`config.mk`:
```
export PLATFORM = sky130hd
export DESIGN_NAME = silicon_ptc_divider_temperature
export DESIGN_NICKNAME = d
export VERILOG_FILES = /design/src/hw/rtl/ptcdt_pkg.sv /design/src/hw/rtl/ptcdt_dp.sv /design/src/hw/rtl/ptcdt_ctrl.sv /design/src/hw/rtl/silicon_ptc_divider_temperature.sv
export SDC_FILE = /design/constraint.sdc
export NUM_CORES = 2
export LEC_CHECK = 0
export BUFFER_PORTS_ARGS = -buffer_cell sky130_fd_sc_hd__buf_4
export CAP_MARGIN = 20
export CORE_MARGIN = 4
export CORE_UTILIZATION = 50
export CTS_BUF_LIST = sky130_fd_sc_hd__clkbuf_16
export CTS_CLUSTER_SIZE = 24
export DETAILED_ROUTE_END_ITERATION = 16
export HOLD_SLACK_MARGIN = 0.1
export PLACE_DENSITY = 0.69
export SETUP_SLACK_MARGIN = 0.15
export SYNTH_ARGS = -nofsm -noshare
export SYNTH_HDL_FRONTEND = slang
export SYNTH_SLANG_ARGS = --single-unit
```
`constraint.sdc`:
```
create_clock -name clk -period 10.6 [get_ports clk]
set_clock_uncertainty 0.1 [all_clocks]
set_input_delay 2.12 -clock clk [delete_from_list [all_inputs] [get_ports clk]]
set_output_delay 2.12 -clock clk [all_outputs]
set_load 0.005 [all_outputs]
```
`src/hw/rtl/ptcdt_pkg.sv`:
```
// ============================================================================
// ptcdt_pkg: shared types and constants of the divider thermistor block
// Holds the resistance/temperature ROM, the register indexes and the
// command and status groups between controller and datapath.
// ============================================================================
package ptcdt_pkg;

    localparam int TABLE_POINTS = 20;
    localparam int SEG_W        = $clog2(TABLE_POINTS);
    localparam int OHM_W        = 13;
    localparam int DEG_W        = 9;
    localparam int TEMP_W       = 13;
    localparam int NUM_W        = 24;
    localparam int CNT_W        = 5;

    localparam logic signed [TEMP_W-1:0] FAULT_TEMP = -13'sd3000;

    typedef enum logic [1:0] {
        REG_SUPPLY  = 2'd0,
        REG_SERIES  = 2'd1,
        REG_HOLDOFF = 2'd2
    } reg_idx_t;

    // controller -> datapath
    typedef struct packed {
        logic capture;
        logic prep;
        logic div_load;
        logic div_step;
        logic range_chk;
        logic seg_step;
        logic interp;
        logic scale;
        logic finish;
        logic fault_eval;
    } cmd_t;

    // datapath -> controller
    typedef struct packed {
        logic sense_ok;
        logic div_last;
        logic in_range;
        logic seg_done;
        logic emit;
    } status_t;

    // resistance points in ohms, ascending
    function automatic logic [OHM_W-1:0] rom_ohms(input logic [SEG_W-1:0] idx);
        logic [OHM_W-1:0] v;
        unique case (idx)
            0:       v = 13'd1135;
            1:       v = 13'd1247;
            2:       v = 13'd1396;
            3:       v = 13'd1495;
            4:       v = 13'd1630;
            5:       v = 13'd1772;
            6:       v = 13'd1922;
            7:       v = 13'd2000;
            8:       v = 13'd2080;
            9:       v = 13'd2245;
            10:      v = 13'd2417;
            11:      v = 13'd2597;
            12:      v = 13'd2785;
            13:      v = 13'd2980;
            14:      v = 13'd3118;
            15:      v = 13'd3392;
            16:      v = 13'd3817;
            17:      v = 13'd4008;
            18:      v = 13'd4166;
            19:      v = 13'd4280;
            default: v = 13'd4280;
        endcase
        return v;
    endfunction

    // temperature points in whole degrees C
    function automatic logic signed [DEG_W-1:0] rom_deg(input logic [SEG_W-1:0] idx);
        logic signed [DEG_W-1:0] v;
        unique case (idx)
            0:       v = -9'sd40;
            1:       v = -9'sd30;
            2:       v = -9'sd20;
            3:       v = -9'sd10;
            4:       v = 9'sd0;
            5:       v = 9'sd10;
            6:       v = 9'sd20;
            7:       v = 9'sd25;
            8:       v = 9'sd30;
            9:       v = 9'sd40;
            10:      v = 9'sd50;
            11:      v = 9'sd60;
            12:      v = 9'sd70;
            13:      v = 9'sd80;
            14:      v = 9'sd90;
            15:      v = 9'sd100;
            16:      v = 9'sd110;
            17:      v = 9'sd120;
            18:      v = 9'sd130;
            19:      v = 9'sd140;
            default: v = 9'sd140;
        endcase
        return v;
    endfunction

endpackage

```
`src/hw/rtl/ptcdt_dp.sv`:
```
// ============================================================================
// ptcdt_dp: datapath of the divider thermistor block
// Product, shared restoring divider, segment search, interpolation and
// fault hold-off timer, each step started by a controller command.
// ============================================================================
module ptcdt_dp
(
    input  logic                                  clk,
    input  logic                                  rst_n,
    input  ptcdt_pkg::cmd_t                       cmd,
    output ptcdt_pkg::status_t                    status,
    input  logic [15:0]                           in_sense,
    input  logic [31:0]                           in_now,
    input  logic [15:0]                           supply,
    input  logic [15:0]                           series,
    input  logic [15:0]                           holdoff,
    output logic signed [ptcdt_pkg::TEMP_W-1:0]   res_temp,
    output logic                                  res_fault
);
    import ptcdt_pkg::*;

    logic [15:0]              sense_reg;
    logic [31:0]              now_reg;
    logic [31:0]              prod_reg;
    logic [31:0]              dvd_reg;
    logic [31:0]              dvd_next;
    logic [15:0]              rem_reg;
    logic [15:0]              rem_next;
    logic [15:0]              dsr_reg;
    logic [CNT_W-1:0]         cnt_reg;
    logic [OHM_W-1:0]         r_reg;
    logic [SEG_W-1:0]         seg_reg;
    logic signed [NUM_W-1:0]  num_reg;
    logic                     neg_reg;
    logic signed [TEMP_W-1:0] temp_reg;
    logic                     fault_reg;
    logic                     emit_reg;
    logic                     pending_reg;
    logic [31:0]              start_reg;

    logic [16:0]              trial;
    logic [16:0]              diff;
    logic                     ge;
    logic [SEG_W-1:0]         seg_up;
    logic [OHM_W-1:0]         ohm_lo;
    logic [OHM_W-1:0]         ohm_hi;
    logic [OHM_W-1:0]         seg_d;
    logic [OHM_W-1:0]         seg_dr;
    logic signed [NUM_W-1:0]  d_s;
    logic signed [NUM_W-1:0]  dr_s;
    logic signed [NUM_W-1:0]  deg_lo_s;
    logic signed [NUM_W-1:0]  ddeg_s;
    logic signed [NUM_W-1:0]  num_calc;
    logic signed [NUM_W-1:0]  num10;
    logic signed [NUM_W-1:0]  mag;
    logic [31:0]              base;
    logic [31:0]              elapsed;

    // one restoring divider step
    always_comb
    begin
        trial    = {rem_reg, dvd_reg[31]};
        ge       = trial >= {1'b0, dsr_reg};
        diff     = trial - {1'b0, dsr_reg};
        rem_next = ge ? diff[15:0] : trial[15:0];
        dvd_next = {dvd_reg[30:0], ge};
    end

    // segment bounds and interpolation numerator
    always_comb
    begin
        seg_up   = SEG_W'(seg_reg + 1'b1);
        ohm_lo   = rom_ohms(seg_reg);
        ohm_hi   = rom_ohms(seg_up);
        seg_d    = ohm_hi - ohm_lo;
        seg_dr   = r_reg - ohm_lo;
        d_s      = $signed(NUM_W'(seg_d));
        dr_s     = $signed(NUM_W'(seg_dr));
        deg_lo_s = NUM_W'(rom_deg(seg_reg));
        ddeg_s   = NUM_W'(rom_deg(seg_up)) - NUM_W'(rom_deg(seg_reg));
        num_calc = deg_lo_s * d_s + dr_s * ddeg_s;
        num10    = (num_reg <<< 3) + (num_reg <<< 1);
        mag      = num_reg[NUM_W-1] ? -num10 : num10;
    end

    always_comb
    begin
        base    = pending_reg ? start_reg : now_reg;
        elapsed = now_reg - base;
    end

    always_comb
    begin
        status.sense_ok = (sense_reg != 16'd0) && (sense_reg < supply);
        status.div_last = &cnt_reg;
        status.in_range = (dvd_reg >= 32'(rom_ohms(SEG_W'(0))))
                       && (dvd_reg <= 32'(rom_ohms(SEG_W'(TABLE_POINTS - 1))));
        status.seg_done = !((seg_reg < SEG_W'(TABLE_POINTS - 2)) && (r_reg > ohm_hi));
        status.emit     = emit_reg;
    end

    // payload
    always_ff @(posedge clk)
    begin
        if (cmd.capture)
        begin
            sense_reg <= in_sense;
            now_reg   <= in_now;
        end
        if (cmd.prep)
        begin
            prod_reg <= 32'(series) * 32'(16'(supply - sense_reg));
        end
        if (cmd.div_load)
        begin
            dvd_reg <= prod_reg;
            dsr_reg <= sense_reg;
            rem_reg <= '0;
        end
        else if (cmd.scale)
        begin
            dvd_reg <= 32'($unsigned(mag));
            dsr_reg <= 16'(seg_d);
            rem_reg <= '0;
            neg_reg <= num_reg[NUM_W-1];
        end
        else if (cmd.div_step)
        begin
            dvd_reg <= dvd_next;
            rem_reg <= rem_next;
        end
        if (cmd.range_chk)
        begin
            r_reg   <= dvd_reg[OHM_W-1:0];
            seg_reg <= '0;
        end
        else if (cmd.seg_step)
        begin
            seg_reg <= seg_up;
        end
        if (cmd.interp)
        begin
            num_reg <= num_calc;
        end
        if (cmd.finish)
        begin
            temp_reg  <= neg_reg ? -$signed(dvd_reg[TEMP_W-1:0])
                                 : $signed(dvd_reg[TEMP_W-1:0]);
            fault_reg <= 1'b0;
        end
        else if (cmd.fault_eval)
        begin
            temp_reg  <= FAULT_TEMP;
            fault_reg <= 1'b1;
        end
    end

    // control and fault timer
    always_ff @(posedge clk or negedge rst_n)
    begin
        if (!rst_n)
        begin
            cnt_reg     <= '0;
            emit_reg    <= 1'b0;
            pending_reg <= 1'b0;
            start_reg   <= '0;
        end
        else
        begin
            if (cmd.div_load || cmd.scale)
                cnt_reg <= '0;
            else if (cmd.div_step)
                cnt_reg <= CNT_W'(cnt_reg + 1'b1);
            if (cmd.finish)
            begin
                emit_reg    <= 1'b1;
                pending_reg <= 1'b0;
                start_reg   <= '0;
            end
            else if (cmd.fault_eval)
            begin
                emit_reg    <= elapsed >= {16'd0, holdoff};
                pending_reg <= 1'b1;
                start_reg   <= base;
            end
        end
    end

    assign res_temp  = temp_reg;
    assign res_fault = fault_reg;

    a_cnt_wraps: assert property (@(posedge clk) disable iff (!rst_n)
        cmd.div_step && status.div_last && !cmd.div_load && !cmd.scale |=> cnt_reg == '0)
        else $error("divider count did not wrap after last step");

    a_zero_holdoff: assert property (@(posedge clk) disable iff (!rst_n)
        cmd.fault_eval && !cmd.finish && holdoff == 16'd0 |=> emit_reg)
        else $error("zero hold-off must report the fault at once");

endmodule

```
`src/hw/rtl/ptcdt_ctrl.sv`:
```
// ============================================================================
// ptcdt_ctrl: sequencer of the divider thermistor block
// One-hot state machine that steps one sample through the datapath.
// ============================================================================
module ptcdt_ctrl
(
    input  logic                 clk,
    input  logic                 rst_n,
    input  logic                 in_valid,
    output logic                 in_ready,
    input  logic                 out_free,
    output logic                 push,
    output ptcdt_pkg::cmd_t      cmd,
    input  ptcdt_pkg::status_t   status
);
    import ptcdt_pkg::*;

    typedef enum logic [11:0] {
        ST_IDLE   = 12'b0000_0000_0001,
        ST_PREP   = 12'b0000_0000_0010,
        ST_LOAD   = 12'b0000_0000_0100,
        ST_DIV1   = 12'b0000_0000_1000,
        ST_RANGE  = 12'b0000_0001_0000,
        ST_SEARCH = 12'b0000_0010_0000,
        ST_INTERP = 12'b0000_0100_0000,
        ST_SCALE  = 12'b0000_1000_0000,
        ST_DIV2   = 12'b0001_0000_0000,
        ST_FINISH = 12'b0010_0000_0000,
        ST_FAULT  = 12'b0100_0000_0000,
        ST_EMIT   = 12'b1000_0000_0000
    } state_t;

    state_t state_reg;
    state_t state_next;

    always_comb
    begin
        state_next = state_reg;
        cmd        = '0;
        in_ready   = 1'b0;
        push       = 1'b0;
        unique case (state_reg)
            ST_IDLE:
            begin
                in_ready    = 1'b1;
                cmd.capture = in_valid;
                if (in_valid)
                    state_next = ST_PREP;
            end
            ST_PREP:
            begin
                cmd.prep   = 1'b1;
                state_next = ST_LOAD;
            end
            ST_LOAD:
            begin
                if (status.sense_ok)
                begin
                    cmd.div_load = 1'b1;
                    state_next   = ST_DIV1;
                end
                else
                begin
                    state_next = ST_FAULT;
                end
            end
            ST_DIV1:
            begin
                cmd.div_step = 1'b1;
                if (status.div_last)
                    state_next = ST_RANGE;
            end
            ST_RANGE:
            begin
                cmd.range_chk = 1'b1;
                state_next    = status.in_range ? ST_SEARCH : ST_FAULT;
            end
            ST_SEARCH:
            begin
                if (status.seg_done)
                    state_next = ST_INTERP;
                else
                    cmd.seg_step = 1'b1;
            end
            ST_INTERP:
            begin
                cmd.interp = 1'b1;
                state_next = ST_SCALE;
            end
            ST_SCALE:
            begin
                cmd.scale  = 1'b1;
                state_next = ST_DIV2;
            end
            ST_DIV2:
            begin
                cmd.div_step = 1'b1;
                if (status.div_last)
                    state_next = ST_FINISH;
            end
            ST_FINISH:
            begin
                cmd.finish = 1'b1;
                state_next = ST_EMIT;
            end
            ST_FAULT:
            begin
                cmd.fault_eval = 1'b1;
                state_next     = ST_EMIT;
            end
            ST_EMIT:
            begin
                if (!status.emit)
                begin
                    state_next = ST_IDLE;
                end
                else if (out_free)
                begin
                    push       = 1'b1;
                    state_next = ST_IDLE;
                end
            end
            default:
            begin
                state_next = ST_IDLE;
            end
        endcase
    end

    always_ff @(posedge clk or negedge rst_n)
    begin
        if (!rst_n)
            state_reg <= ST_IDLE;
        else
            state_reg <= state_next;
    end

endmodule

```
`src/hw/rtl/silicon_ptc_divider_temperature.sv`:
```
// ============================================================================
// silicon_ptc_divider_temperature: divider sensor to temperature converter
// Turns a millivolt sample across the series resistor into sensor ohms,
// then into tenths of a degree by piecewise linear lookup, with a
// hold-off timer before an out-of-range sensor is reported as faulted.
// ============================================================================
//
//  channel   direction  transaction                           fields (low bit up)
//  s_axis    in         one sample                            sense_millivolts, now_ms
//  m_axis    out        zero or one result per sample         temp_decidegrees; tuser fault
//  apb       in         register write/read at 4*index        supply, series, holdoff
//
//  A zero sample or one at/above supply goes straight to the fault state; a
//  resistance outside the table faults after the first division; an in-range
//  sample finds its table segment (0..18) and interpolates. The shared 32-step
//  restoring divider runs once for ohms and once for the interpolation quotient.
//  Reset (rst_n low, asynchronous) restores the register defaults, clears
//  the fault timer and empties the output register.
//  A stalled output holds the result; the next sample is taken while it
//  waits and its own result waits in the final state until the slot frees.
// ============================================================================
module silicon_ptc_divider_temperature
(
    input  logic        clk,
    input  logic        rst_n,
    // s_tdata: [15:0] sense_millivolts, [47:16] now_ms
    input  logic        s_tvalid,
    output logic        s_tready,
    input  logic [47:0] s_tdata,
    // m_tdata: [12:0] temp_decidegrees (signed), [15:13] zero
    output logic        m_tvalid,
    input  logic        m_tready,
    output logic [15:0] m_tdata,
    // m_tuser: [0] sensor_fault
    output logic        m_tuser,
    input  logic        psel,
    input  logic        penable,
    input  logic        pwrite,
    input  logic [3:0]  paddr,
    input  logic [31:0] pwdata,
    output logic [31:0] prdata,
    output logic        pready
);
    import ptcdt_pkg::*;

    logic [15:0]              supply_reg;
    logic [15:0]              series_reg;
    logic [15:0]              holdoff_reg;
    reg_idx_t                 reg_idx;
    logic                     wr_en;

    logic                     m_tvalid_reg;
    logic signed [TEMP_W-1:0] temp_out_reg;
    logic                     fault_out_reg;

    cmd_t                     cmd;
    status_t                  status;
    logic                     push;
    logic                     out_free;
    logic signed [TEMP_W-1:0] res_temp;
    logic                     res_fault;

    // configuration registers
    assign pready  = 1'b1;
    assign reg_idx = reg_idx_t'(paddr[3:2]);
    assign wr_en   = psel && penable && pwrite && pready;

    always_ff @(posedge clk or negedge rst_n)
    begin
        if (!rst_n)
        begin
            supply_reg  <= 16'd3300;
            series_reg  <= 16'd2000;
            holdoff_reg <= 16'd5000;
        end
        else if (wr_en)
        begin
            unique case (reg_idx)
                REG_SUPPLY:  supply_reg  <= pwdata[15:0];
                REG_SERIES:  series_reg  <= pwdata[15:0];
                REG_HOLDOFF: holdoff_reg <= pwdata[15:0];
                default:     ;  // unmapped address, drop the write
            endcase
        end
    end

    always_comb
    begin
        unique case (reg_idx)
            REG_SUPPLY:  prdata = {16'd0, supply_reg};
            REG_SERIES:  prdata = {16'd0, series_reg};
            REG_HOLDOFF: prdata = {16'd0, holdoff_reg};
            default:     prdata = '0;
        endcase
    end

    ptcdt_ctrl u_ctrl
    (
        .clk      (clk),
        .rst_n    (rst_n),
        .in_valid (s_tvalid),
        .in_ready (s_tready),
        .out_free (out_free),
        .push     (push),
        .cmd      (cmd),
        .status   (status)
    );

    ptcdt_dp u_dp
    (
        .clk       (clk),
        .rst_n     (rst_n),
        .cmd       (cmd),
        .status    (status),
        .in_sense  (s_tdata[15:0]),
        .in_now    (s_tdata[47:16]),
        .supply    (supply_reg),
        .series    (series_reg),
        .holdoff   (holdoff_reg),
        .res_temp  (res_temp),
        .res_fault (res_fault)
    );

    // output register: free when empty or draining this cycle
    assign out_free = !m_tvalid_reg || m_tready;

    always_ff @(posedge clk or negedge rst_n)
    begin
        if (!rst_n)
            m_tvalid_reg <= 1'b0;
        else if (push)
            m_tvalid_reg <= 1'b1;
        else if (m_tready)
            m_tvalid_reg <= 1'b0;
    end

    always_ff @(posedge clk)
    begin
        if (push)
        begin
            temp_out_reg  <= res_temp;
            fault_out_reg <= res_fault;
        end
    end

    assign m_tvalid = m_tvalid_reg;
    assign m_tdata  = {3'd0, temp_out_reg};
    assign m_tuser  = fault_out_reg;

    a_no_overwrite: assert property (@(posedge clk) disable iff (!rst_n)
        push |-> out_free)
        else $error("result pushed over a held transaction");

    a_fault_value: assert property (@(posedge clk) disable iff (!rst_n)
        m_tvalid && m_tuser |-> $signed(m_tdata[12:0]) == FAULT_TEMP)
        else $error("fault transaction without the fault temperature");

    a_temp_span: assert property (@(posedge clk) disable iff (!rst_n)
        m_tvalid && !m_tuser |-> ($signed(m_tdata[12:0]) >= -13'sd400)
                              && ($signed(m_tdata[12:0]) <= 13'sd1400))
        else $error("normal temperature outside the table span");

endmodule
```
==> impl_results.md <==
* Final setup viols at 0
* Cts bufs inserted at just over 40
* Status: completed
* R2r worst-path depth at 48
* Die footprint at just over 80,000 um2
* Post-synthesis mux area share at between 3 and 4%
* DR vias/cell at 5.47
* H-tree level count at 2
* Synth warnings at 0
* Final instance area at 43,200 um2
* Die Ht at 285 um
* WP data arrival at 10.78 ns
* Filler cells at 6,713
* Cells after Synth at 4,177
* Routed vias at around 30,000
* Synthesized area at 38,400 um2
* Antenna cells at 0
* Routability congestion estimate at between 0.8 and 0.9
* DP Area at 41,100 um2
* Clock sinks at 337
* Routed length per instance at 17.5 um
* Post-synth ARST share at 29.7%
* Max FO, Critical Path at 4
* Worst path bufs/invs at 7
* Hold/Removal Path Class: flip-flop to flip-flop
* Slew margin rel. at about 27%
* GR Overflow Total at 0
* Required time worst endpoint at 10.81 ns
* Setup repair after global routing missed its margin: yes
* First-pass GRT wire length at between 150,000 and 200,000 um
* Worst path top cell family by delay: adder cells
* EDFF count, synth at around 190
* Synth top area share at 20.4%
* Layout cell share with drive strength beyond 1 at 12.5%
* Nets at 5,235
* I/O Pins at between 100 and 150
* CTS Root Cell: clkbuf_16
* Hpwl dp at 74,000 um
* Layout Cells excl Fill at between 5,000 and 6,000
* Simple-gate share of the synthesized area at 15.9%
* Hold_buf cts at 0
* Row Count at about 100
* Setup crit end kind: flip-flop
* TritonCTS clock tree: done
* Critical path depth at 48
* Largest net degree at the start of global routing at 64
* Core area at 75,900 um2
* Fin Setup TNS at 0 ns
* Least-Margin Pin Slew at around 1.1 ns
* Seq cells post-synth at around 340
* Seq/Total Area, Yosys at 24.0%
* Final hold violations at 0
* Fmax at 0.0946 GHz
* Starting density of the core at 50.5%
* Count of cell types in the netlist at between 90 and 100
* Post-Route WL at roughly 95,000 um
* Clk_lat worst skew at 0.57 ns
* Avg Cell Area, Syn at 9.18 um2
* Largest family of logic cells by synthesized area: adder cells
* Count of input and output buffers at 104
* Peak per-stage delay on the critical path at around 0.55 ns
* Vias in the first global route at 29,300
* Die X at approximately 280 um
* Largest area contributor in the netlist: fa_1
* CP max stage cell: fa_1
* Area grow syn2layout at 12.6%
* Worst Setup Start Kind: flip-flop
* Most used DFF post-synth: edfxtp_1
* Reg2reg setup slack at 0.03 ns
* Clk buf depth at 3
* XOR/XNOR Fraction of Synth Area at between 4 and 5%
* Post-DRT Antenna Nets at 0
* Post-Synth Adder-Cell Area at 33.5%
* Maxcap violations at 0
* # DRC at 0
* Iter 0 DRT Violations at 1,976
* WHS Path Cells at 0
* Final worst path period share at roughly 100%
* GRT Util Overall at a little under a quarter
* Ranking of synthesized cells by area: fa_1 20%, edfxtp_1 15%, ha_1 13%
* Crit-path most repeated cell: fa_1
* Min cycle time layout at 10.57 ns
* Critical path class: flip-flop to flip-flop
* Initial antenna violation count at 3
* Final Slew Violations at 0
* Post-synthesis compound-gate area fraction at a little under an eighth
* DP Cell Count at 5,312
* Worst-path clk slew at 0.06 ns
* Number of detailed-route iterations in the first pass at 6
## Yosys cell counts, drive strengths merged (8+ instances only)
cell type / number
and2: 150
dfstp: 18
nand2b: 53
mux2i: 67
a2111oi: 9
ha: 403
a22oi: 26
a31oi: 23
o21a: 27
or2: 18
o31ai: 13
nand3b: 15
nor2: 252
and3: 17
inv: 606
nor3: 57
o21bai: 15
o22ai: 13
dfxtp: 44
buf: 32
o41ai: 8
nand2: 482
mux2: 45
nor2b: 49
xnor2: 137
a21o: 67
fa: 390
or3: 14
edfxtp: 193
a211o: 8
nor4: 24
nand3: 88
a21boi: 15
o21ai: 212
clkbuf: 143
a211oi: 24
nand4: 30
o211ai: 13
xor2: 52
a21oi: 154
dfrtp: 82
## cell families (layout without fill, tap and decap cells)
group | after synthesis | count (layout)
simple gates | 1276 | 1276
fa+ha+maj | 793 | 793
buf+inv | 783 | 972
compound gates | 685 | 685
flops | 337 | 337
xor+xnor | 189 | 189
mux | 112 | 112
other cells | 2 | 20
## cell type report
cell class	instances	area (um2)	share of cell area (%)
Clock buffer	42	1050	2.43
Clock inverter	34	373	0.863
Inverter	608	2290	5.29
Multi-Input combinational cell	3075	26800	62.0
Sequential cell	337	9210	21.3
Tap cell	1030	1290	2.98
Timing Repair Buffer	288	2200	5.10
## layout by cell type, fill, tap and decap left out, drive strengths merged, types with 53 or more instances in the layout
master and count:
inv 621, nand2 482, ha 403, fa 390, buf 288, nor2 252, o21ai 212, edfxtp 193
a21oi 154, and2 150, xnor2 137, nand3 88, dfrtp 82, a21o 67, mux2i 67, nor3 57
nand2b 53
## timing repair
item	in CTS	in global routing
pin swaps	39	61
gates cloned	0	0
resized for setup	52	42
buffers inserted	13	10
setup endpoints to repair	9	13
## routing by layer
| layer | GRT usage, % | up-vias | share of wire [%] |
|---|---|---|---|
| li1 | - | 14200 | - |
| met1 | 32.0 | 14500 | 44 |
| met5 | 0 | - | 0.0074 |
| met4 | 6.85 | 2 | 3.0 |
| met3 | 3.15 | 149 | 5.6 |
| met2 | 38.1 | 796 | 47 |
## stage by stage
stage	hold WS, ns	utilization, %	setup slack [ns]
3_3_place_gp	0.309	54.1	-0.232
4_1_cts	0.325	56.4	0.118
5_1_grt	0.337	56.9	-0.364
3_5_place_dp	0.310	54.1	-0.344
6_report	0.322	56.9	0.0307
2_1_floorplan	0.300	-	0.156
## final timing paths
check                                 startpoint                 end
min in group asynchronous                  rst_n  u_dp.start_reg[22]
worst max-delay path             u_dp.seg_reg[1]    u_dp.num_reg[23]
worst min register to register  u_dp.res_temp[1]     temp_out_reg[1]
worst min-delay path            u_dp.res_temp[1]     temp_out_reg[1]
max in group asynchronous                  rst_n       supply_reg[8]
worst max register to register   u_dp.seg_reg[1]    u_dp.num_reg[23]
Power is left out: the tool's default activity adds up to more than one toggle a clock period on the data nets, which glitch-free logic cannot reach.
